===== src/hw/rtl/nvc_pkg.sv =====
// ----------------------------------------------------------------------------
// nvc_pkg: shared types and constants of the volume compositor
// Item structs, datapath commands, fixed-point constants and the 2^x helpers.
// ----------------------------------------------------------------------------
`default_nettype none

package nvc_pkg;

  // Configuration register indexes
  localparam int CFG_IDX_W = 1;
  localparam logic [CFG_IDX_W-1:0] REG_STEP_SIZE      = 1'd0;
  localparam logic [CFG_IDX_W-1:0] REG_STOP_THRESHOLD = 1'd1;

  localparam logic [15:0] STEP_SIZE_RESET      = 16'd111;
  localparam logic [15:0] STOP_THRESHOLD_RESET = 16'd64881;  // 0.99

  localparam logic [16:0] LOG2E_Q16 = 17'd94548;
  localparam logic [21:0] X_CAP     = 22'h20_0000;           // 32.0 in Q16
  localparam logic [16:0] ONE_Q16   = 17'h1_0000;

  // round(65536 * 2^(i/16))
  localparam logic [17:0] POW2_TABLE [17] = '{
    18'd65536,  18'd68438,  18'd71468,  18'd74632,  18'd77936,  18'd81386,
    18'd84990,  18'd88752,  18'd92682,  18'd96785,  18'd101070, 18'd105545,
    18'd110218, 18'd115098, 18'd120194, 18'd125515, 18'd131072
  };

  typedef struct packed {
    logic        [15:0] ray_index;
    logic signed [15:0] density_raw;
    logic signed [15:0] red_raw;
    logic signed [15:0] green_raw;
    logic signed [15:0] blue_raw;
  } in_item_t;

  typedef struct packed {
    logic [15:0] ray_out;
    logic [15:0] opacity_sum;
    logic [15:0] red_sum;
    logic [15:0] green_sum;
    logic [15:0] blue_sum;
    logic        terminated;
  } out_item_t;

  // One store entry
  typedef struct packed {
    logic [15:0] opacity;
    logic [15:0] red;
    logic [15:0] green;
    logic [15:0] blue;
  } accum_t;

  typedef enum logic [3:0] {
    OP_NONE,
    OP_CLEAR,     // zero one store entry
    OP_LOAD,      // capture input item, start index reduction
    OP_MOD,       // one step of index reduction
    OP_READ,      // issue store read
    OP_FETCH,     // capture store entry
    OP_LOGSCALE,  // tz = |raw| * log2(e)
    OP_POWD,      // density exponent: 2^-tz or 2^frac(tz)
    OP_SCALE,     // p = ev * step
    OP_XLOG,      // shift/cap x, tz = x * log2(e)
    OP_EXP,       // ev = 2^-tz, divider init
    OP_WEIGHT,    // weight and new opacity
    OP_DIV,       // one quotient bit
    OP_ACC,       // colour accumulate
    OP_WRITE      // write back, load result register
  } op_t;

  typedef enum logic [1:0] {
    CH_DENSITY,
    CH_RED,
    CH_GREEN,
    CH_BLUE
  } chan_t;

  typedef struct packed {
    op_t   op;
    chan_t sel;
  } dp_cmd_t;

  typedef struct packed {
    logic clr_last;
    logic mod_last;
    logic div_last;
  } dp_status_t;

  // 2^(f/65536) in Q16, linear interpolation between table points
  function automatic logic [17:0] pow2_frac(input logic [15:0] f);
    logic [3:0]  i;
    logic [11:0] r;
    logic [17:0] lo;
    logic [17:0] hi;
    logic [12:0] dlt;
    logic [24:0] pr;
    i   = f[15:12];
    r   = f[11:0];
    lo  = POW2_TABLE[i];
    hi  = POW2_TABLE[5'(i) + 5'd1];
    dlt = 13'(hi - lo);
    pr  = dlt * r;
    return lo + 18'(pr[24:12]);
  endfunction

  // 2^(-z/65536) in Q16, result in [0, 65536]
  function automatic logic [16:0] neg_exp2(input logic [23:0] z);
    logic [7:0]  n;
    logic [15:0] g;
    logic [17:0] pf;
    logic [16:0] base;
    n    = z[23:16];
    g    = z[15:0];
    pf   = pow2_frac(16'(ONE_Q16 - {1'b0, g}));
    base = (g == 16'd0) ? ONE_Q16 : pf[17:1];
    if (n >= 8'd17) begin
      return '0;
    end
    return base >> n[4:0];
  endfunction

endpackage

`default_nettype wire


===== src/hw/rtl/nvc_ctrl.sv =====
// ----------------------------------------------------------------------------
// nvc_ctrl: compositor sequencer
// Clearing pass, per-sample command sequence and handshakes.
// ----------------------------------------------------------------------------
`default_nettype none

module nvc_ctrl import nvc_pkg::*; (
  input  wire logic       clk,
  input  wire logic       rst,
  input  wire logic       in_valid,
  output logic            in_ready,
  output logic            out_valid,
  input  wire logic       out_ready,
  output dp_cmd_t         cmd,
  input  wire dp_status_t status
);

  typedef enum logic [3:0] {
    S_CLEAR, S_IDLE, S_MOD, S_READ, S_FETCH, S_DLOG, S_POWD, S_SCALE,
    S_XLOG, S_AEXP, S_WEIGHT, S_CLOG, S_CEXP, S_DIV, S_ACC, S_OUT
  } state_t;

  state_t state;
  chan_t  ch;
  logic   out_free;

  assign in_ready = state == S_IDLE;
  assign out_free = !out_valid || out_ready;

  always_comb begin
    cmd.sel = CH_DENSITY;
    case (state)
      S_CLEAR:  cmd.op = OP_CLEAR;
      S_IDLE:   cmd.op = in_valid ? OP_LOAD : OP_NONE;
      S_MOD:    cmd.op = OP_MOD;
      S_READ:   cmd.op = OP_READ;
      S_FETCH:  cmd.op = OP_FETCH;
      S_DLOG:   cmd.op = OP_LOGSCALE;
      S_POWD:   cmd.op = OP_POWD;
      S_SCALE:  cmd.op = OP_SCALE;
      S_XLOG:   cmd.op = OP_XLOG;
      S_AEXP:   cmd.op = OP_EXP;
      S_WEIGHT: cmd.op = OP_WEIGHT;
      S_CLOG: begin
        cmd.op  = OP_LOGSCALE;
        cmd.sel = ch;
      end
      S_CEXP:   cmd.op = OP_EXP;
      S_DIV:    cmd.op = OP_DIV;
      S_ACC: begin
        cmd.op  = OP_ACC;
        cmd.sel = ch;
      end
      S_OUT:    cmd.op = out_free ? OP_WRITE : OP_NONE;
      default:  cmd.op = OP_NONE;
    endcase
  end

  always_ff @(posedge clk) begin
    if (rst) begin
      state     <= S_CLEAR;
      ch        <= CH_RED;
      out_valid <= 1'b0;
    end else begin
      if (state == S_OUT && out_free) begin
        out_valid <= 1'b1;
      end else if (out_ready) begin
        out_valid <= 1'b0;
      end
      case (state)
        S_CLEAR:  if (status.clr_last) state <= S_IDLE;
        S_IDLE:   if (in_valid) state <= S_MOD;
        S_MOD:    if (status.mod_last) state <= S_READ;
        S_READ:   state <= S_FETCH;
        S_FETCH:  state <= S_DLOG;
        S_DLOG:   state <= S_POWD;
        S_POWD:   state <= S_SCALE;
        S_SCALE:  state <= S_XLOG;
        S_XLOG:   state <= S_AEXP;
        S_AEXP:   state <= S_WEIGHT;
        S_WEIGHT: begin
          ch    <= CH_RED;
          state <= S_CLOG;
        end
        S_CLOG:   state <= S_CEXP;
        S_CEXP:   state <= S_DIV;
        S_DIV:    if (status.div_last) state <= S_ACC;
        S_ACC: begin
          case (ch)
            CH_RED:   ch <= CH_GREEN;
            CH_GREEN: ch <= CH_BLUE;
            default:  ch <= CH_RED;
          endcase
          state <= (ch == CH_BLUE) ? S_OUT : S_CLOG;
        end
        S_OUT: begin
          if (out_free) begin
            state <= S_IDLE;
          end
        end
        default: state <= S_IDLE;
      endcase
    end
  end

`ifndef NO_ASSERTIONS
  // a result register is never overwritten while its transfer is pending
  a_no_overwrite: assert property (@(posedge clk) disable iff (rst)
    cmd.op == OP_WRITE |-> out_free)
    else $error("result overwritten before transfer");

  // one sample in flight: no second input transfer straight after one
  a_one_in_flight: assert property (@(posedge clk) disable iff (rst)
    in_valid && in_ready |=> !in_ready)
    else $error("input taken while a sample is in flight");

  // the last quotient bit leads to the colour accumulate
  a_div_exit: assert property (@(posedge clk) disable iff (rst)
    state == S_DIV && status.div_last |=> state == S_ACC)
    else $error("divider exit missed");

  // a new result only follows a write-back command
  a_out_source: assert property (@(posedge clk) disable iff (rst)
    $rose(out_valid) |-> $past(cmd.op == OP_WRITE))
    else $error("result valid without write-back");
`endif

endmodule

`default_nettype wire


===== config.mk =====
export PLATFORM = sky130hd
export DESIGN_NAME = nvc_ctrl
export DESIGN_NICKNAME = d
export VERILOG_FILES = /design/src/hw/rtl/nvc_pkg.sv /design/src/hw/rtl/nvc_ctrl.sv
export SDC_FILE = /design/constraint.sdc
export NUM_CORES = 1
export LEC_CHECK = 0
export ABC_AREA = 1
export BUFFER_PORTS_ARGS = -buffer_cell sky130_fd_sc_hd__clkbuf_2
export CAP_MARGIN = 20
export CORE_AREA = 2 2 39 41
export DETAILED_ROUTE_END_ITERATION = 12
export DIE_AREA = 0 0 41 43
export PLACE_DENSITY = 0.74
export SKIP_LAST_GASP = 1
export SLEW_MARGIN = 20
export SYNTH_ARGS = -nofsm -noshare
export SYNTH_HDL_FRONTEND = slang
export SYNTH_SLANG_ARGS = --single-unit

===== constraint.sdc =====
create_clock -name clk -period 2.25 [get_ports clk]
set_clock_uncertainty 0.1 [all_clocks]
set_input_delay 0.675 -clock clk [delete_from_list [all_inputs] [get_ports clk]]
set_output_delay 0.675 -clock clk [all_outputs]
set_load 0.05 [all_outputs]

# After elaboration in Yosys (flattened, before gate mapping)

Cells that the tools add are included.

Bits in registers: 7
Output and inout bits: 8
Logic and storage cells: 51
Bits of input ports: 7

Reductions and logical operators: 10
Mux-type cells: 15
Equality and inequality tests: 23

Operators by type and width:

| kind                 | number |
|---|---|
| $pmux W4 S16         | 1 |
| $pmux W4 S14         | 1 |
| $eq A4 B4 Y1 const B | 8 |
| $mux W4              | 6 |
| $eq A4 B3 Y1 const B | 4 |
| $ne A2 B2 Y1 const B | 5 |
| $eq A4 B2 Y1 const B | 2 |
| $pmux W2 S2          | 2 |
| $reduce_or A2 Y1     | 3 |
| $reduce_and A5 Y1    | 1 |
| $eq A2 B2 Y1 const B | 2 |
| $eq A4 B1 Y1 const B | 1 |
| $logic_not A4 Y1     | 1 |
| $mux W2              | 2 |
| $reduce_bool A2 Y1   | 2 |
| $mux W3              | 1 |
| $eq A2 B1 Y1 const B | 1 |
| $mux W1              | 2 |
| $logic_and A1 B1 Y1  | 1 |
| $logic_not A1 Y1     | 1 |
| $logic_or A1 B1 Y1   | 1 |

# Longest topological paths before layout

Depth after elaboration: 4
Mapped depth: 9
Mapped depth without buffers: 9

# Worst setup path after synthesis

Ideal clock, no wire load.

Path kind: register -> output
Start: register state[3]
End: output cmd[0] (netlist name)
Buffers on the path: 0
Cell stages (with the launch flop): 5
Slack: -0.424 ns
Required time: 1.475 ns
Arrival: 1.899 ns
Cells stage by stage: dfxtp_1 > inv_1 > nor2_1 > nand2_1 > a21boi_0

RTL lines:

| element                | RTL line       | source |
|---|---|---|
| from (decl)            | nvc_ctrl.sv:23 | `state_t state;` |
| from (signal assigned) | nvc_ctrl.sv:94 | `state <= (ch == CH_BLUE) ? S_OUT : S_CLOG;` |
| to (decl)              | nvc_ctrl.sv:14 | `output dp_cmd_t cmd,` |

==> flow_metrics.tcl <==
set metrics [dict create \
    outcome "completed" \
    htree_levels 1 \
    die_h_um 43 \
    wl_um 1460 \
    avgViaCountPerCell 5.14 \
    synth_ff_type "dfxtp_1" \
    clock_sinks 7 \
    fin_crit_sh 0.983 \
    synth_top_area_share 0.255 \
    synth_edf_count 0 \
    r2r_cells 8 \
    yosysSeqAreaShare 0.255 \
    hold_depth 2 \
    die_w_um 41 \
    overflow 0 \
    avgRoutedWirePerCell_um 11.2 \
    hold_path.class "flop to flop" \
    ios 15 \
    firstDrtPassIters 4 \
    yosysWarnings 0 \
    synth_most_common_cell "nand2_1" \
    ys_top_cells_by_count "nand2_1 (21), nor2_1 (18), inv_1 (13), dfxtp_1 (7), o21ai_0 (7)" \
    drive_above_1_share 0.404 \
    cts_made_buffers 3 \
    hold-worst-slack_ns 0.419 \
    setup_viol 0 \
    first_global_vias 597 \
    clkTransAtPathRegs_ns 0.05 \
    slowest_delay_ns 0.20 \
    worst_pin_slew_ns 0.269 \
    hold_viol 0 \
    slew_headroom 0.821 \
    nets 124 \
    root_buffer "clkbuf_4" \
    synth_area_leaders "dfxtp_1 (25%), nand2_1 (14%), nor2_1 (12%), inv_1 (8.9%), o21ai_0 (6.4%)" \
    cpMaxStageDelayCell "clkbuf_8" \
    dp_slack_ns -0.000818 \
    powerDensity_nw_per_um2 1020 \
    insertion_delay_ns 0.24 \
    cts.path.max_buffers 2 \
    finalNonFillerCells 130 \
    synth_fp_nets 103 \
    grt_max_degree 9 \
    floorplan.initialDensity 0.398 \
    core-area_um2 1380 \
    drv_slew 0 \
    cts_tree "yes" \
    worstPathRequired_ns 1.47 \
    drc 0 \
    grt_pass1_wl_um 2330 \
    place_hpwl_um 1140 \
    fill_cells 147 \
    dp.cells 125 \
    cp_num_cells 6 \
    final_antenna_net_count 0 \
    drv_cap 0 \
    gp_congestion 0.823 \
    fin_crit_ns 2.21 \
    drtIter0Drc 19 \
    critPathLaunchType "primary input" \
    timing.final.ws_setup_ns 0.0389 \
    io_buffer_count 14 \
    cp.arrival_ns 1.44 \
    ys_ff_latch 7 \
    leakage_nw 0.363 \
    hold_buffers 0 \
    dieArea_um2 1760 \
    area_growth_pct 44.1 \
    n_antenna_cell 0 \
    antenna_found_initial 0 \
    num_vias 668 \
    rows 14 \
    endpoint_kind "primary output" \
    worstPathCellList "clkbuf_2 -> nor2_2 -> nor3_4 -> a21oi_2 -> o2111ai_2 -> clkbuf_8" \
    worst-path-max-fanout 3 \
    crit_family "buffers and inverters" \
    crit_type "primary input to primary output" \
    synthesis.area_um2 551 \
    worst_ir_drop_vdd_v 0.000574 \
    synth_area_leader_cell "dfxtp_1" \
    max_freq_mhz 452 \
    synth.distinct_cells 19 \
    critical_path_buf_inv_count 2 \
    avgSynthCellArea_um2 5.86 \
    async_reset_ff_frac 0 \
    synthCells 94 \
    grt.total_usage 0.194 \
]
==> timing repair <==
| action | CTS | global route |
|---|---|---|
| setup buffers | 1 | 0 |
| endpoints found under the setup margin | 5 | 6 |
| pin swaps | 1 | 0 |
| resized for setup | 13 | 19 |
==> tightest hold or removal path, stage by stage, from the launching register on <==
cell	delay, ns
dfxtp_1	0.32
o21ai_0	0.08
a21oi_1	0.07
==> worst paths after layout <==
kind,from,end,slack [ns]
hold / removal,ch[1]$_SDFFE_PP0P_,ch[1]$_SDFFE_PP0P_,0.42
setup / recovery,out_ready,cmd[3],0.04
setup reg to reg,state[3]$_SDFFE_PP0P_,state[3]$_SDFFE_PP0P_,0.89
hold reg to reg,ch[1]$_SDFFE_PP0P_,ch[1]$_SDFFE_PP0P_,0.42
==> placed cells by master (no fill, tap or decap), types with 2 or more instances in the layout <==
cell type  synthesis  routed
o21ai_0            7       6
dfxtp_2            0       2
o211ai_1           2       2
inv_1             13       9
dfxtp_1            7       2
a21oi_2            1       3
nor2_1            18      13
nor2_4             0       2
nand3_1            6       6
clkbuf_2           0       9
nand2_1           21      19
clkbuf_8           0       4
ha_1               2       2
nor2_2             2       5
nand2_2            2       4
clkbuf_4           0       3
a21oi_1            5       3
dfxtp_4            0       3
buf_4              0       3
inv_2              1       4
==> sequential cells by signal, summed over array words and instances (netlist names) <==
signal / cells
state: 4
ch: 2
out_valid: 1
==> layer usage <==
metal | track usage | vias up | share of wire
met5 | 0 | - | 0
met4 | 0.127 | 0 | 0.0089
met3 | 0.0157 | 2 | 0.044
met2 | 0.284 | 25 | 0.50
met1 | 0.259 | 296 | 0.44
li1 | - | 345 | -
==> kinds of logic after synthesis <==
logic type | Yosys count | share of synthesized area
buf+inv | 14 | 0.0955
fa+ha+maj | 2 | 0.0454
compound gates | 18 | 0.195
simple gates | 53 | 0.409
flops | 7 | 0.255
==> through the flow <==
step | instance area [um^2] | util | total power [W] | TNS, ns
floorplan | 571 | - | 0.000532 | -0.128
global placement | 668 | 0.483 | 0.000620 | 0
detailed placement | 668 | 0.483 | 0.000624 | -0.000818
CTS | 746 | 0.539 | 0.000779 | -0.0214
global route | 793 | 0.573 | 0.000868 | -0.0177
finish | 793 | 0.573 | 0.000806 | 0
==> power by group <==
| group | internal (W) | switching (W) |
|---|---|---|
| logic | 0.000152 | 0.000343 |
| registers | 0.000154 | 0.0000482 |
| clock network | 0.0000673 | 0.0000409 |
==> final cells by class <==
class,instances,area [um^2],share of cell area
multi-input cells,73,415,0.524
flip-flops and latches,7,154,0.194
repair buffers,16,123,0.155
inverters,14,55.1,0.0694
clock buffers,4,26.3,0.0331
well taps,16,20.0,0.0252
No activity file was read; power rests on OpenSTA's default activity.
