**config.mk**
```make
export PLATFORM = sky130hd
export DESIGN_NAME = nvc_datapath
export DESIGN_NICKNAME = d
export VERILOG_FILES = /design/src/hw/rtl/nvc_pkg.sv /design/src/hw/rtl/nvc_datapath.sv
export SDC_FILE = /design/constraint.sdc
export NUM_CORES = 2
export LEC_CHECK = 0
export BUFFER_PORTS_ARGS = -buffer_cell sky130_fd_sc_hd__buf_2
export CAP_MARGIN = 20
export CORE_ASPECT_RATIO = 1.25
export CORE_UTILIZATION = 60
export CTS_CLUSTER_SIZE = 28
export DETAILED_ROUTE_END_ITERATION = 7
export PLACE_DENSITY_LB_ADDON = 0.08
export SLEW_MARGIN = 20
export SYNTH_ARGS = -nofsm -noshare
export SYNTH_HDL_FRONTEND = slang
export SYNTH_SLANG_ARGS = --single-unit
```
**constraint.sdc**
```tcl
create_clock -name clk -period 23.2 [get_ports clk]
set_input_delay 1.16 -clock clk [delete_from_list [all_inputs] [get_ports clk]]
set_output_delay 1.16 -clock clk [all_outputs]
set_load 0.05 [all_outputs]
```
**src/hw/rtl/nvc_pkg.sv**
```systemverilog
// ----------------------------------------------------------------------------
// nvc_pkg: shared types and constants of the volume compositor
// Item structs, datapath commands, fixed-point constants and the 2^x helpers.
// ----------------------------------------------------------------------------
`default_nettype none

package nvc_pkg;

  // Configuration register indexes
  localparam int CFG_IDX_W = 1;
  localparam logic [CFG_IDX_W-1:0] REG_STEP_SIZE      = 1'd0;
  localparam logic [CFG_IDX_W-1:0] REG_STOP_THRESHOLD = 1'd1;

  localparam logic [15:0] STEP_SIZE_RESET      = 16'd111;
  localparam logic [15:0] STOP_THRESHOLD_RESET = 16'd64881;  // 0.99

  localparam logic [16:0] LOG2E_Q16 = 17'd94548;
  localparam logic [21:0] X_CAP     = 22'h20_0000;           // 32.0 in Q16
  localparam logic [16:0] ONE_Q16   = 17'h1_0000;

  // round(65536 * 2^(i/16))
  localparam logic [17:0] POW2_TABLE [17] = '{
    18'd65536,  18'd68438,  18'd71468,  18'd74632,  18'd77936,  18'd81386,
    18'd84990,  18'd88752,  18'd92682,  18'd96785,  18'd101070, 18'd105545,
    18'd110218, 18'd115098, 18'd120194, 18'd125515, 18'd131072
  };

  typedef struct packed {
    logic        [15:0] ray_index;
    logic signed [15:0] density_raw;
    logic signed [15:0] red_raw;
    logic signed [15:0] green_raw;
    logic signed [15:0] blue_raw;
  } in_item_t;

  typedef struct packed {
    logic [15:0] ray_out;
    logic [15:0] opacity_sum;
    logic [15:0] red_sum;
    logic [15:0] green_sum;
    logic [15:0] blue_sum;
    logic        terminated;
  } out_item_t;

  // One store entry
  typedef struct packed {
    logic [15:0] opacity;
    logic [15:0] red;
    logic [15:0] green;
    logic [15:0] blue;
  } accum_t;

  typedef enum logic [3:0] {
    OP_NONE,
    OP_CLEAR,     // zero one store entry
    OP_LOAD,      // capture input item, start index reduction
    OP_MOD,       // one step of index reduction
    OP_READ,      // issue store read
    OP_FETCH,     // capture store entry
    OP_LOGSCALE,  // tz = |raw| * log2(e)
    OP_POWD,      // density exponent: 2^-tz or 2^frac(tz)
    OP_SCALE,     // p = ev * step
    OP_XLOG,      // shift/cap x, tz = x * log2(e)
    OP_EXP,       // ev = 2^-tz, divider init
    OP_WEIGHT,    // weight and new opacity
    OP_DIV,       // one quotient bit
    OP_ACC,       // colour accumulate
    OP_WRITE      // write back, load result register
  } op_t;

  typedef enum logic [1:0] {
    CH_DENSITY,
    CH_RED,
    CH_GREEN,
    CH_BLUE
  } chan_t;

  typedef struct packed {
    op_t   op;
    chan_t sel;
  } dp_cmd_t;

  typedef struct packed {
    logic clr_last;
    logic mod_last;
    logic div_last;
  } dp_status_t;

  // 2^(f/65536) in Q16, linear interpolation between table points
  function automatic logic [17:0] pow2_frac(input logic [15:0] f);
    logic [3:0]  i;
    logic [11:0] r;
    logic [17:0] lo;
    logic [17:0] hi;
    logic [12:0] dlt;
    logic [24:0] pr;
    i   = f[15:12];
    r   = f[11:0];
    lo  = POW2_TABLE[i];
    hi  = POW2_TABLE[5'(i) + 5'd1];
    dlt = 13'(hi - lo);
    pr  = dlt * r;
    return lo + 18'(pr[24:12]);
  endfunction

  // 2^(-z/65536) in Q16, result in [0, 65536]
  function automatic logic [16:0] neg_exp2(input logic [23:0] z);
    logic [7:0]  n;
    logic [15:0] g;
    logic [17:0] pf;
    logic [16:0] base;
    n    = z[23:16];
    g    = z[15:0];
    pf   = pow2_frac(16'(ONE_Q16 - {1'b0, g}));
    base = (g == 16'd0) ? ONE_Q16 : pf[17:1];
    if (n >= 8'd17) begin
      return '0;
    end
    return base >> n[4:0];
  endfunction

endpackage

`default_nettype wire

```
**src/hw/rtl/nvc_datapath.sv**
```systemverilog
// ----------------------------------------------------------------------------
// nvc_datapath: compositing arithmetic
// Shared exp/multiply unit, radix-2 divider, index reduction, store access.
// ----------------------------------------------------------------------------
`default_nettype none

module nvc_datapath import nvc_pkg::*; #(
  parameter int RAY_COUNT = 65536
) (
  input  wire logic                   clk,
  input  wire logic                   rst,
  input  wire dp_cmd_t                cmd,
  output dp_status_t                  status,
  input  wire logic                   cfg_write,
  input  wire logic [CFG_IDX_W-1:0]   cfg_index,
  input  wire logic [15:0]            cfg_data,
  input  wire in_item_t               in_data,
  output out_item_t                   out_data,
  output logic                        ram_we,
  output logic [(RAY_COUNT > 1 ? $clog2(RAY_COUNT) : 1)-1:0] ram_waddr,
  output accum_t                      ram_wdata,
  output logic                        ram_re,
  output logic [(RAY_COUNT > 1 ? $clog2(RAY_COUNT) : 1)-1:0] ram_raddr,
  input  wire accum_t                 ram_rdata
);

  localparam int IDX_W = RAY_COUNT > 1 ? $clog2(RAY_COUNT) : 1;
  localparam bit MOD_DIRECT = (RAY_COUNT >= 65536) || ((RAY_COUNT & (RAY_COUNT - 1)) == 0);
  // ray / RAY_COUNT = (ray * ceil(2^MOD_S / RAY_COUNT)) >> MOD_S, exact for 16-bit rays
  localparam int     MOD_S      = 16 + IDX_W;
  localparam longint MOD_M_FULL = MOD_DIRECT ? longint'(0) :
    ((longint'(1) << MOD_S) + longint'(RAY_COUNT) - longint'(1)) / longint'(RAY_COUNT);
  localparam logic [17:0]      MOD_M    = 18'(MOD_M_FULL);
  localparam logic [15:0]      MOD_C    = 16'(RAY_COUNT);
  localparam logic [IDX_W-1:0] LAST_IDX = IDX_W'(RAY_COUNT - 1);

  logic [15:0]      step;
  logic [15:0]      thr;
  in_item_t         item;
  logic [15:0]      mq;
  logic [15:0]      mr;
  logic             mph;
  logic [IDX_W-1:0] clr_cnt;
  logic [IDX_W-1:0] idx;
  logic [15:0]      opa;
  logic [15:0]      sums [3];
  logic [23:0]      tz;
  logic [17:0]      ev;
  logic [7:0]       k;
  logic             neg;
  logic [33:0]      p;
  logic [16:0]      weight;
  logic [18:0]      rem;
  logic [16:0]      q;
  logic [4:0]       dcnt;

  // combinational helpers
  logic signed [15:0] raw_sel;
  logic [16:0]      mag;
  logic [33:0]      ls_prod;
  logic [53:0]      x_wide;
  logic [21:0]      x_val;
  logic [38:0]      x_prod;
  logic [16:0]      alpha;
  logic [33:0]      w_prod;
  logic [17:0]      opa_sum;
  logic [17:0]      div_d;
  logic             div_ge;
  logic [18:0]      div_r;
  logic [16:0]      sig;
  logic [33:0]      c_prod;
  logic [1:0]       ch;
  logic [17:0]      c_sum;
  logic [33:0]      mq_prod;
  logic [31:0]      mr_prod;

  always_comb begin
    case (cmd.sel)
      CH_DENSITY: raw_sel = item.density_raw;
      CH_RED:     raw_sel = item.red_raw;
      CH_GREEN:   raw_sel = item.green_raw;
      CH_BLUE:    raw_sel = item.blue_raw;
      default:    raw_sel = item.density_raw;
    endcase
  end

  assign mag     = raw_sel[15] ? 17'(ONE_Q16 - {1'b0, raw_sel}) : {1'b0, raw_sel};
  assign ls_prod = mag * LOG2E_Q16;

  always_comb begin
    x_wide = 54'(p) << k[4:0];
    if (neg) begin
      x_val = {6'd0, p[31:16]};
    end else if (k >= 8'd21 || x_wide[53:16] > 38'(X_CAP)) begin
      x_val = X_CAP;
    end else begin
      x_val = x_wide[37:16];
    end
  end
  assign x_prod = x_val * LOG2E_Q16;

  assign alpha   = (step == 16'd0) ? 17'd0 : 17'(ONE_Q16 - ev[16:0]);
  assign w_prod  = alpha * 17'(ONE_Q16 - {1'b0, opa});
  assign opa_sum = {2'b0, opa} + {1'b0, w_prod[32:16]};

  assign div_d  = 18'(ONE_Q16) + {1'b0, ev[16:0]};
  assign div_ge = rem >= {1'b0, div_d};
  assign div_r  = div_ge ? (rem - {1'b0, div_d}) : rem;

  assign sig    = neg ? 17'(ONE_Q16 - q) : q;
  assign c_prod = weight * sig;
  assign ch     = 2'(cmd.sel) - 2'd1;
  assign c_sum  = {2'b0, sums[ch]} + {1'b0, c_prod[32:16]};

  // index reduction: quotient by reciprocal, then remainder
  assign mq_prod = item.ray_index * MOD_M;
  assign mr_prod = mq * MOD_C;

  always_comb begin
    if (RAY_COUNT == 1) begin
      idx = '0;
    end else if (MOD_DIRECT) begin
      idx = IDX_W'(item.ray_index);
    end else begin
      idx = IDX_W'(mr);
    end
  end

  assign status.clr_last = clr_cnt == LAST_IDX;
  assign status.mod_last = MOD_DIRECT || mph;
  assign status.div_last = dcnt == 5'd0;

  // Store port
  assign ram_re    = cmd.op == OP_READ;
  assign ram_raddr = idx;
  assign ram_we    = cmd.op == OP_CLEAR || cmd.op == OP_WRITE;
  assign ram_waddr = (cmd.op == OP_CLEAR) ? clr_cnt : idx;
  always_comb begin
    if (cmd.op == OP_CLEAR) begin
      ram_wdata = '0;
    end else begin
      ram_wdata = '{opacity: opa, red: sums[0], green: sums[1], blue: sums[2]};
    end
  end

  always_ff @(posedge clk) begin
    if (rst) begin
      step    <= STEP_SIZE_RESET;
      thr     <= STOP_THRESHOLD_RESET;
      clr_cnt <= '0;
    end else begin
      if (cfg_write && cfg_index == REG_STEP_SIZE) begin
        step <= cfg_data;
      end
      if (cfg_write && cfg_index == REG_STOP_THRESHOLD) begin
        thr <= cfg_data;
      end
      if (cmd.op == OP_CLEAR) begin
        clr_cnt <= clr_cnt + IDX_W'(1);
      end
    end
  end

  always_ff @(posedge clk) begin
    case (cmd.op)
      OP_LOAD: begin
        item <= in_data;
        mph  <= 1'b0;
      end
      OP_MOD: begin
        if (!mph) begin
          mq  <= 16'(mq_prod >> MOD_S);
          mph <= 1'b1;
        end else begin
          mr  <= item.ray_index - mr_prod[15:0];
        end
      end
      OP_FETCH: begin
        opa     <= ram_rdata.opacity;
        sums[0] <= ram_rdata.red;
        sums[1] <= ram_rdata.green;
        sums[2] <= ram_rdata.blue;
      end
      OP_LOGSCALE: begin
        tz  <= ls_prod[31:8];
        neg <= raw_sel[15];
      end
      OP_POWD: begin
        ev <= neg ? {1'b0, neg_exp2(tz)} : pow2_frac(tz[15:0]);
        k  <= tz[23:16];
      end
      OP_SCALE: begin
        p <= ev * step;
      end
      OP_XLOG: begin
        tz <= {2'b0, x_prod[37:16]};
      end
      OP_EXP: begin
        ev   <= {1'b0, neg_exp2(tz)};
        rem  <= 19'(ONE_Q16);
        q    <= '0;
        dcnt <= 5'd16;
      end
      OP_WEIGHT: begin
        weight <= w_prod[32:16];
        opa    <= (opa_sum > 18'd65535) ? 16'hFFFF : opa_sum[15:0];
      end
      OP_DIV: begin
        rem  <= {div_r[17:0], 1'b0};
        q    <= {q[15:0], div_ge};
        dcnt <= dcnt - 5'd1;
      end
      OP_ACC: begin
        sums[ch] <= (c_sum > 18'd65535) ? 16'hFFFF : c_sum[15:0];
      end
      OP_WRITE: begin
        out_data <= '{ray_out: item.ray_index, opacity_sum: opa, red_sum: sums[0],
                      green_sum: sums[1], blue_sum: sums[2], terminated: opa >= thr};
      end
      default: begin
      end
    endcase
  end

endmodule

`default_nettype wire

```
# After elaboration in Yosys (flattened, before gate mapping)
# Memory sizes are Yosys's and may differ from the RTL's.
# Cells that the tools add are included.
[totals] latch_bits=0 out_inout_bits=182 inputBits=170 word_cells=142 rom_bits=2304 ramBits=48 mem_count=5 ff_bits=368
[memory_table] name="(name not given)" depth=32 word_bits=18 read_ports=1 rd_clocked_by_memory_dff=0 wr=0 line="nvc_pkg.sv:100" source="hi = POW2_TABLE[5'(i) + 5'd1];"
[memory_table] name="(name not given)" depth=32 word_bits=18 read_ports=1 rd_clocked_by_memory_dff=0 wr=0 line="nvc_pkg.sv:99" source="lo = POW2_TABLE[i];"
[memory_table] name="(name not given)" depth=32 word_bits=18 read_ports=1 rd_clocked_by_memory_dff=0 wr=0 line="nvc_pkg.sv:100"
[memory_table] name="(name not given)" depth=32 word_bits=18 read_ports=1 rd_clocked_by_memory_dff=0 wr=0 line="nvc_pkg.sv:99"
[memory_table] name="sums" depth=3 word_bits=16 read_ports=4 rd_clocked_by_memory_dff=0 wr=3 line="nvc_datapath.sv:46" source="logic [15:0] sums [3];"
[classes] n_reduce_logical=13 mul=7 shifts=2 add_sub_neg=18 bitwise=5 mux=40 n_eq_ne=17 magnitude_cmp=11 n_div=0
[op_table] cell="$mux 17" count=7
[op_table] cell="$mux 18" count=6
[op_table] cell="$mul 17x17->33" count=2
[op_table] cell="$mux 16" count=4
[op_table] cell="$mux 64" count=1
[op_table] cell="$pmux 16 s4" count=1
[op_table] cell="$shl 34x5->54" count=1
[op_table] cell="$mux 13" count=4
[op_table] cell="$mul 13x12->25" count=2
[op_table] cell="$pmux 24 s2" count=1
[op_table] cell="$mux 22" count=2
[op_table] cell="$gt 38x22->1 const B" count=1
[op_table] cell="$pmux 19 s2" count=1
[op_table] cell="$add 16x17->18" count=2
[op_table] cell="$add 18x13->18" count=2
[op_table] cell="$gt 18x16->1 const B" count=2
[op_table] cell="$mul 22x15->36 const B" count=1
[op_table] cell="$pmux 18 s2" count=1
[op_table] cell="$mul 18x16->34" count=1
[op_table] cell="$pmux 17 s2" count=1
[op_table] cell="$sub 17x16->17 const A" count=2
[op_table] cell="$sub 17x17->17 const A" count=2
[op_table] cell="$logic_not 16->1" count=2
[op_table] cell="$pmux 16 s2" count=1
[op_table] cell="other kinds (34)" count=63

# Longest topological paths before layout
[logic_depth] word_depth=14 depth_mapped=57 mapped_depth_nobuf=53

# Least setup slack after synthesis
# No wires, ideal clock.
[synth_timing] path_kind="flip-flop to flip-flop" startpoint="register tz[3]" endpoint="register ev[12] (data pin)" synth_period_minus_slack_ns=12.722 n_path_buf=4 setup_ns=0.270 arrival_ns=12.452 path_stages_with_launch=55 slack_ns=10.478 required_ns=22.930 cell_sequence="edfxtp_1 buf_6 nor4_4 nand2_2 nor4_1 or2_1 buf_6 clkinv_1 ha_1 clkbuf_1 xnor2_1 nor2_1 a211oi_1 nand2_1 ha_1 fa_1 nor2b_1 o21ai_0 (+19 left out) o21ai_0 o31ai_1 o211a_1 o21a_1 o21a_1 o31ai_1 xnor2_1 ha_1 clkbuf_1 nand2_1 o21a_1 a31oi_1 xnor2_1 a2111oi_0 nor3_1 o21ai_0 o32a_1 o32ai_1"
[synth_between] elab_chain_cells=14 elab_cells_between_ends=22 cone_classes="5 x add/sub; 2 x mul; 1 x shift; 9 x mux; 2 x bitwise; 1 x reduce/logical; 2 x memory"
[synth_lines] element="start, declared" line="nvc_datapath.sv:47" source="logic [23:0] tz;"
[synth_lines] element="start signal, assigned" line="nvc_datapath.sv:185" source="tz <= ls_prod[31:8];"
[synth_lines] element="start signal, assigned" line="nvc_datapath.sv:196" source="tz <= {2'b0, x_prod[37:16]};"
[synth_lines] element="$sub 1x16->16" line="nvc_pkg.sv:114" source="pf = pow2_frac(16'(ONE_Q16 - {1'b0, g}));"
[synth_lines] element="$add 4x1->5" line="nvc_pkg.sv:100"
[synth_lines] element="$not 5->6 (implied by the code)" line="nvc_pkg.sv:100"
[synth_lines] element="$mem_v2 32x18"
[synth_lines] element="$mux 13 (implied by the code) (2 in series)" line="nvc_pkg.sv:100"
[synth_lines] element="$sub 13x13->13" line="nvc_pkg.sv:101" source="dlt = 13'(hi - lo);"
[synth_lines] element="$mul 13x12->25" line="nvc_pkg.sv:102" source="pr = dlt * r;"
[synth_lines] element="$add 18x13->18" line="nvc_pkg.sv:103" source="return lo + 18'(pr[24:12]);"
[synth_lines] element="$mux 17" line="nvc_pkg.sv:115" source="base = (g == 16'd0) ? ONE_Q16 : pf[17:1];"
[synth_lines] element="$shr 17x5->17" line="nvc_pkg.sv:119" source="return base >> n[4:0];"
[synth_lines] element="$mux 17" line="nvc_pkg.sv:119"
[synth_lines] element="$mux 18" line="nvc_datapath.sv:189" source="ev <= neg ? {1'b0, neg_exp2(tz)} : pow2_frac(tz[15:0]);"
[synth_lines] element="$pmux 18 s2 (*)" line="nvc_datapath.sv:165" source="case (cmd.op)"
[synth_lines] element="end signal, assigned" line="nvc_datapath.sv:189"
[synth_lines] element="end signal, assigned" line="nvc_datapath.sv:199" source="ev <= {1'b0, neg_exp2(tz)};"
[synth_lines] element="end, declared" line="nvc_datapath.sv:48" source="logic [17:0] ev;"
# Every way passes the cells marked *; elsewhere a longest branch is shown, timed or not. The select of a mux whose other input is x is not followed.
# A chain may end at the register's enable or synchronous reset.

# Worst setup path after layout
[layout_timing] startpoint="register tz[0]" endpoint="register ev[2] (data pin)"
# The elaborated chain is that of the path after synthesis.

==> impl_metrics.csv <==
group,metric,value,unit
outcome,status,"finished with violations",
outcome,violations,"DRC",
synthesis,synth_flop_cell,"edfxtp_1",
synthesis,ys_warn_count,0,
timing,hold_violations,0,
detailed_routing,routedWlPerCell,21.2,um
synthesis,synth_compound_area_share,8.54,%
worst_hold_path,whs_endpoint,"thr[9]$_SDFFE_PP0P_",
worst_setup_path,rrSetupSlack,7640,ps
clocking,cts_tree,"done",
clocking,clock_latency,670,ps
clocking,cts-resized-gates,0,
worst_setup_path,cp_slowest_stage_delay,790,ps
clocking,cts_setup_buffers,0,
detailed_routing,antenna_left,0,
worst_setup_path,slowest_stage,"edfxtp_1",
timing,fin_worst_skew,48.3,ps
cells_and_area,fin_nets,10200,
grt,grt_pass1_wl,331000,um
worst_setup_path,cp_common_cell,"o21ai_0",
synthesis,synth_mux_area_share,2.70,%
synthesis,synthTopCellsByArea,"fa_1 (29%), edfxtp_1 (16%), ha_1 (15%)",
clocking,cts.sinks,431,
worst_setup_path,path_max_fanout,25,
place,dpl.hpwl,167000,um
grt,overflow,0,
clocking,cts_root_buffer,"clkbuf_16",
floorplanning,core_area,122000,um2
worst_setup_path,r2r_end,"ev[2]$_DFFE_PP_",
worst_setup_path,reg2reg_depth,51,
synthesis,ys_seq_area_share,16.9,%
detailed_routing,wirelength,208000,um
cells_and_area,final.fill_count,10300,
cells_and_area,fin_util,64.7,%
run,maxCapViolCount,0,
timing,tightestPinTransition,1150,ps
cells_and_area,drive_above_1_share,8.81,%
timing,finalSetupViolCount,0,
timing,period_minus_slack,15560,ps
detailed_routing,drt_iter0_drc,4519,
cells_and_area,seq_area,12500,um2
floorplanning,dieArea,124000,um2
synthesis,syn_area_per_cell,9.23,um2
synthesis,synth_top_area_cell,"fa_1",
synthesis,synth_fa_ha_area_share,43.5,%
synthesis,synthXorXnorAreaFrac,3.52,%
timing,rsz0062_at_grt,"no",
floorplanning,io_pins,352,
synthesis,synth_common_cells,"inv_1 (1387), nand2_1 (1101), fa_1 (1067)",
floorplanning,num_rows,143,
clocking,clkTransAtPathRegs,60,ps
synthesis,synth_edf_count,383,
worst_hold_path,min_path_type,"reg -> reg",
clocking,cts_buffers,49,
timing,min_period_over_period,67.1,%
detailed_routing,drc_errors,1,
grt,grt_pass1_vias,60200,
grt,grt.total_usage,34.3,%
timing,slew_violations,0,
grt,antenna_found_initial,20,
worst_hold_path,min_from,"thr[9]$_SDFFE_PP0P_",
timing,fin_setup_tns,0,ps
grt,grt_max_degree,86,
cells_and_area,syn_to_final_growth,6.83,%
worst_setup_path,worstPathRequired,23660,ps
worst_setup_path,worstSetupPathType,"reg -> reg",
synthesis,synth_top_family_by_area,"adder cells",
synthesis,yosys.area_share.simple,15.7,%
worst_setup_path,worstSetupEndpointType,"flop",
cells_and_area,multi_input_area,54800,um2
worst_setup_path,startpoint_type,"flop",
detailed_routing,vias,57300,
worst_setup_path,worstPathArrival,16020,ps
floorplanning,die_w,316,um
place,gp_congestion,0.948,
clocking,cts_buffer_depth,3,
synthesis,synth_most_common_cell,"inv_1",
synthesis,syn_inst,7997,
clocking,htree_levels,2,
worst_hold_path,holdPathStages,2,
place,port-buffer-count,350,
detailed_routing,drt_pass1_iterations,8,
floorplanning,start_util,60.6,%
synthesis,synthArstFlopShare,0,%
synthesis,yosysUniqueCellTypes,101,
synthesis,syn_area,73800,um2
detailed_routing,vias_per_cell,5.84,
timing,fmax,0.0643,GHz
worst_setup_path,r2r-start,"tz[0]$_DFFE_PP_",
synthesis,synth_top_area_share,28.9,%
timing,relSlewSlack,23.5,%
clocking,postCtsHoldBufs,0,
synthesis,synth.ff_latch_count,431,
floorplanning,die_h,394,um
==> critical path, delay by kind of cell (launching register included) <==
kind | cells | cell delay, ps
xor+xnor | 2 | 850
flops | 1 | 790
simple gates | 12 | 3300
mux | 1 | 230
buf+inv | 5 | 810
fa+ha+maj | 10 | 4570
compound gates | 21 | 4830
==> cell type report <==
| cell class | instances | share of cell area, % |
|---|---|---|
| clock buffers | 55 | 1.58 |
| flip-flops and latches | 431 | 15.8 |
| multi-input cells | 5810 | 69.6 |
| inverters | 1391 | 6.62 |
| well taps | 1595 | 2.53 |
| clock inverters | 35 | 0.505 |
| repair buffers | 466 | 3.34 |
| diodes | 16 | 0.0508 |
==> registers in the layout (all words and copies together) (netlist names), 17 cells and up <==
name      cells
ev           18
item         64
out_data     81
p            34
q            17
rem          18
sums         64
tz           24
weight       17
==> cell usage in the layout (no fill, tap or decap), types with 18 or more instances in the layout <==
cell / n
inv_1: 1387
nand2_1: 1101
fa_1: 1067
ha_1: 858
nor2_1: 476
edfxtp_1: 383
buf_2: 350
and2_1: 230
a21oi_1: 227
o21ai_0: 199
xnor2_1: 174
nor2b_1: 164
buf_4: 114
xor2_1: 106
a21o_1: 87
nor3_1: 86
nand3_1: 84
nand2b_1: 80
a31oi_1: 60
mux2i_1: 50
mux4_2: 49
clkbuf_16: 49
dfxtp_1: 48
o21a_1: 46
and3_1: 41
or3_1: 40
a21boi_0: 37
or2_2: 33
nor4_1: 33
mux2_2: 32
a211oi_1: 31
nand4_1: 28
nand3b_1: 24
o211ai_1: 24
o31ai_1: 21
o21bai_1: 20
or4_1: 19
o22ai_1: 18
==> logic make-up after synthesis <==
family	after synthesis
and+or+nand+nor	2492
muxes	132
DFF	431
xor gates and xnor gates	295
other	2
adders and majority gates	1926
AOI/OAI and AO/OA	959
buffers and inverters	1760
==> worst max path at each step <==
stage / start / to / slack [ps] / cells after the start
floorplan: tz[3]$_DFFE_PP_ / ev[12]$_DFFE_PP_ / 10480 / 54
global placement: tz[0]$_DFFE_PP_ / ev[12]$_DFFE_PP_ / 8080 / 51
detailed placement: tz[0]$_DFFE_PP_ / ev[12]$_DFFE_PP_ / 7820 / 51
CTS: tz[0]$_DFFE_PP_ / ev[2]$_DFFE_PP_ / 7760 / 51
global route: tz[0]$_DFFE_PP_ / ev[12]$_DFFE_PP_ / 6330 / 51
finish: tz[0]$_DFFE_PP_ / ev[2]$_DFFE_PP_ / 7640 / 51
==> through the flow <==
| stage | instances | worst slack, ps | hold slack, ps | instance area (um2) |
|---|---|---|---|---|
| floorplan | 8001 | 10480 | 418 | 73800 |
| global placement | 9692 | 8080 | 445 | 77100 |
| detailed placement | 9692 | 7820 | 447 | 77100 |
| CTS | 9782 | 7760 | 456 | 78800 |
| global route | 9797 | 6330 | 469 | 78800 |
| finish | 9799 | 7640 | 457 | 78800 |
==> metal layers <==
metal / GRT usage (%) / part of all wire [%] / vias up
met5: 0 / 0.019 / -
met4: 12.0 / 3.7 / 6
met3: 5.77 / 7.6 / 419
met2: 57.3 / 48 / 2145
met1: 44.7 / 40 / 28600
li1: - / - / 26100
Power is not shown: default switching activity piles up to over one toggle a cycle in this logic, so the estimate is an artifact.
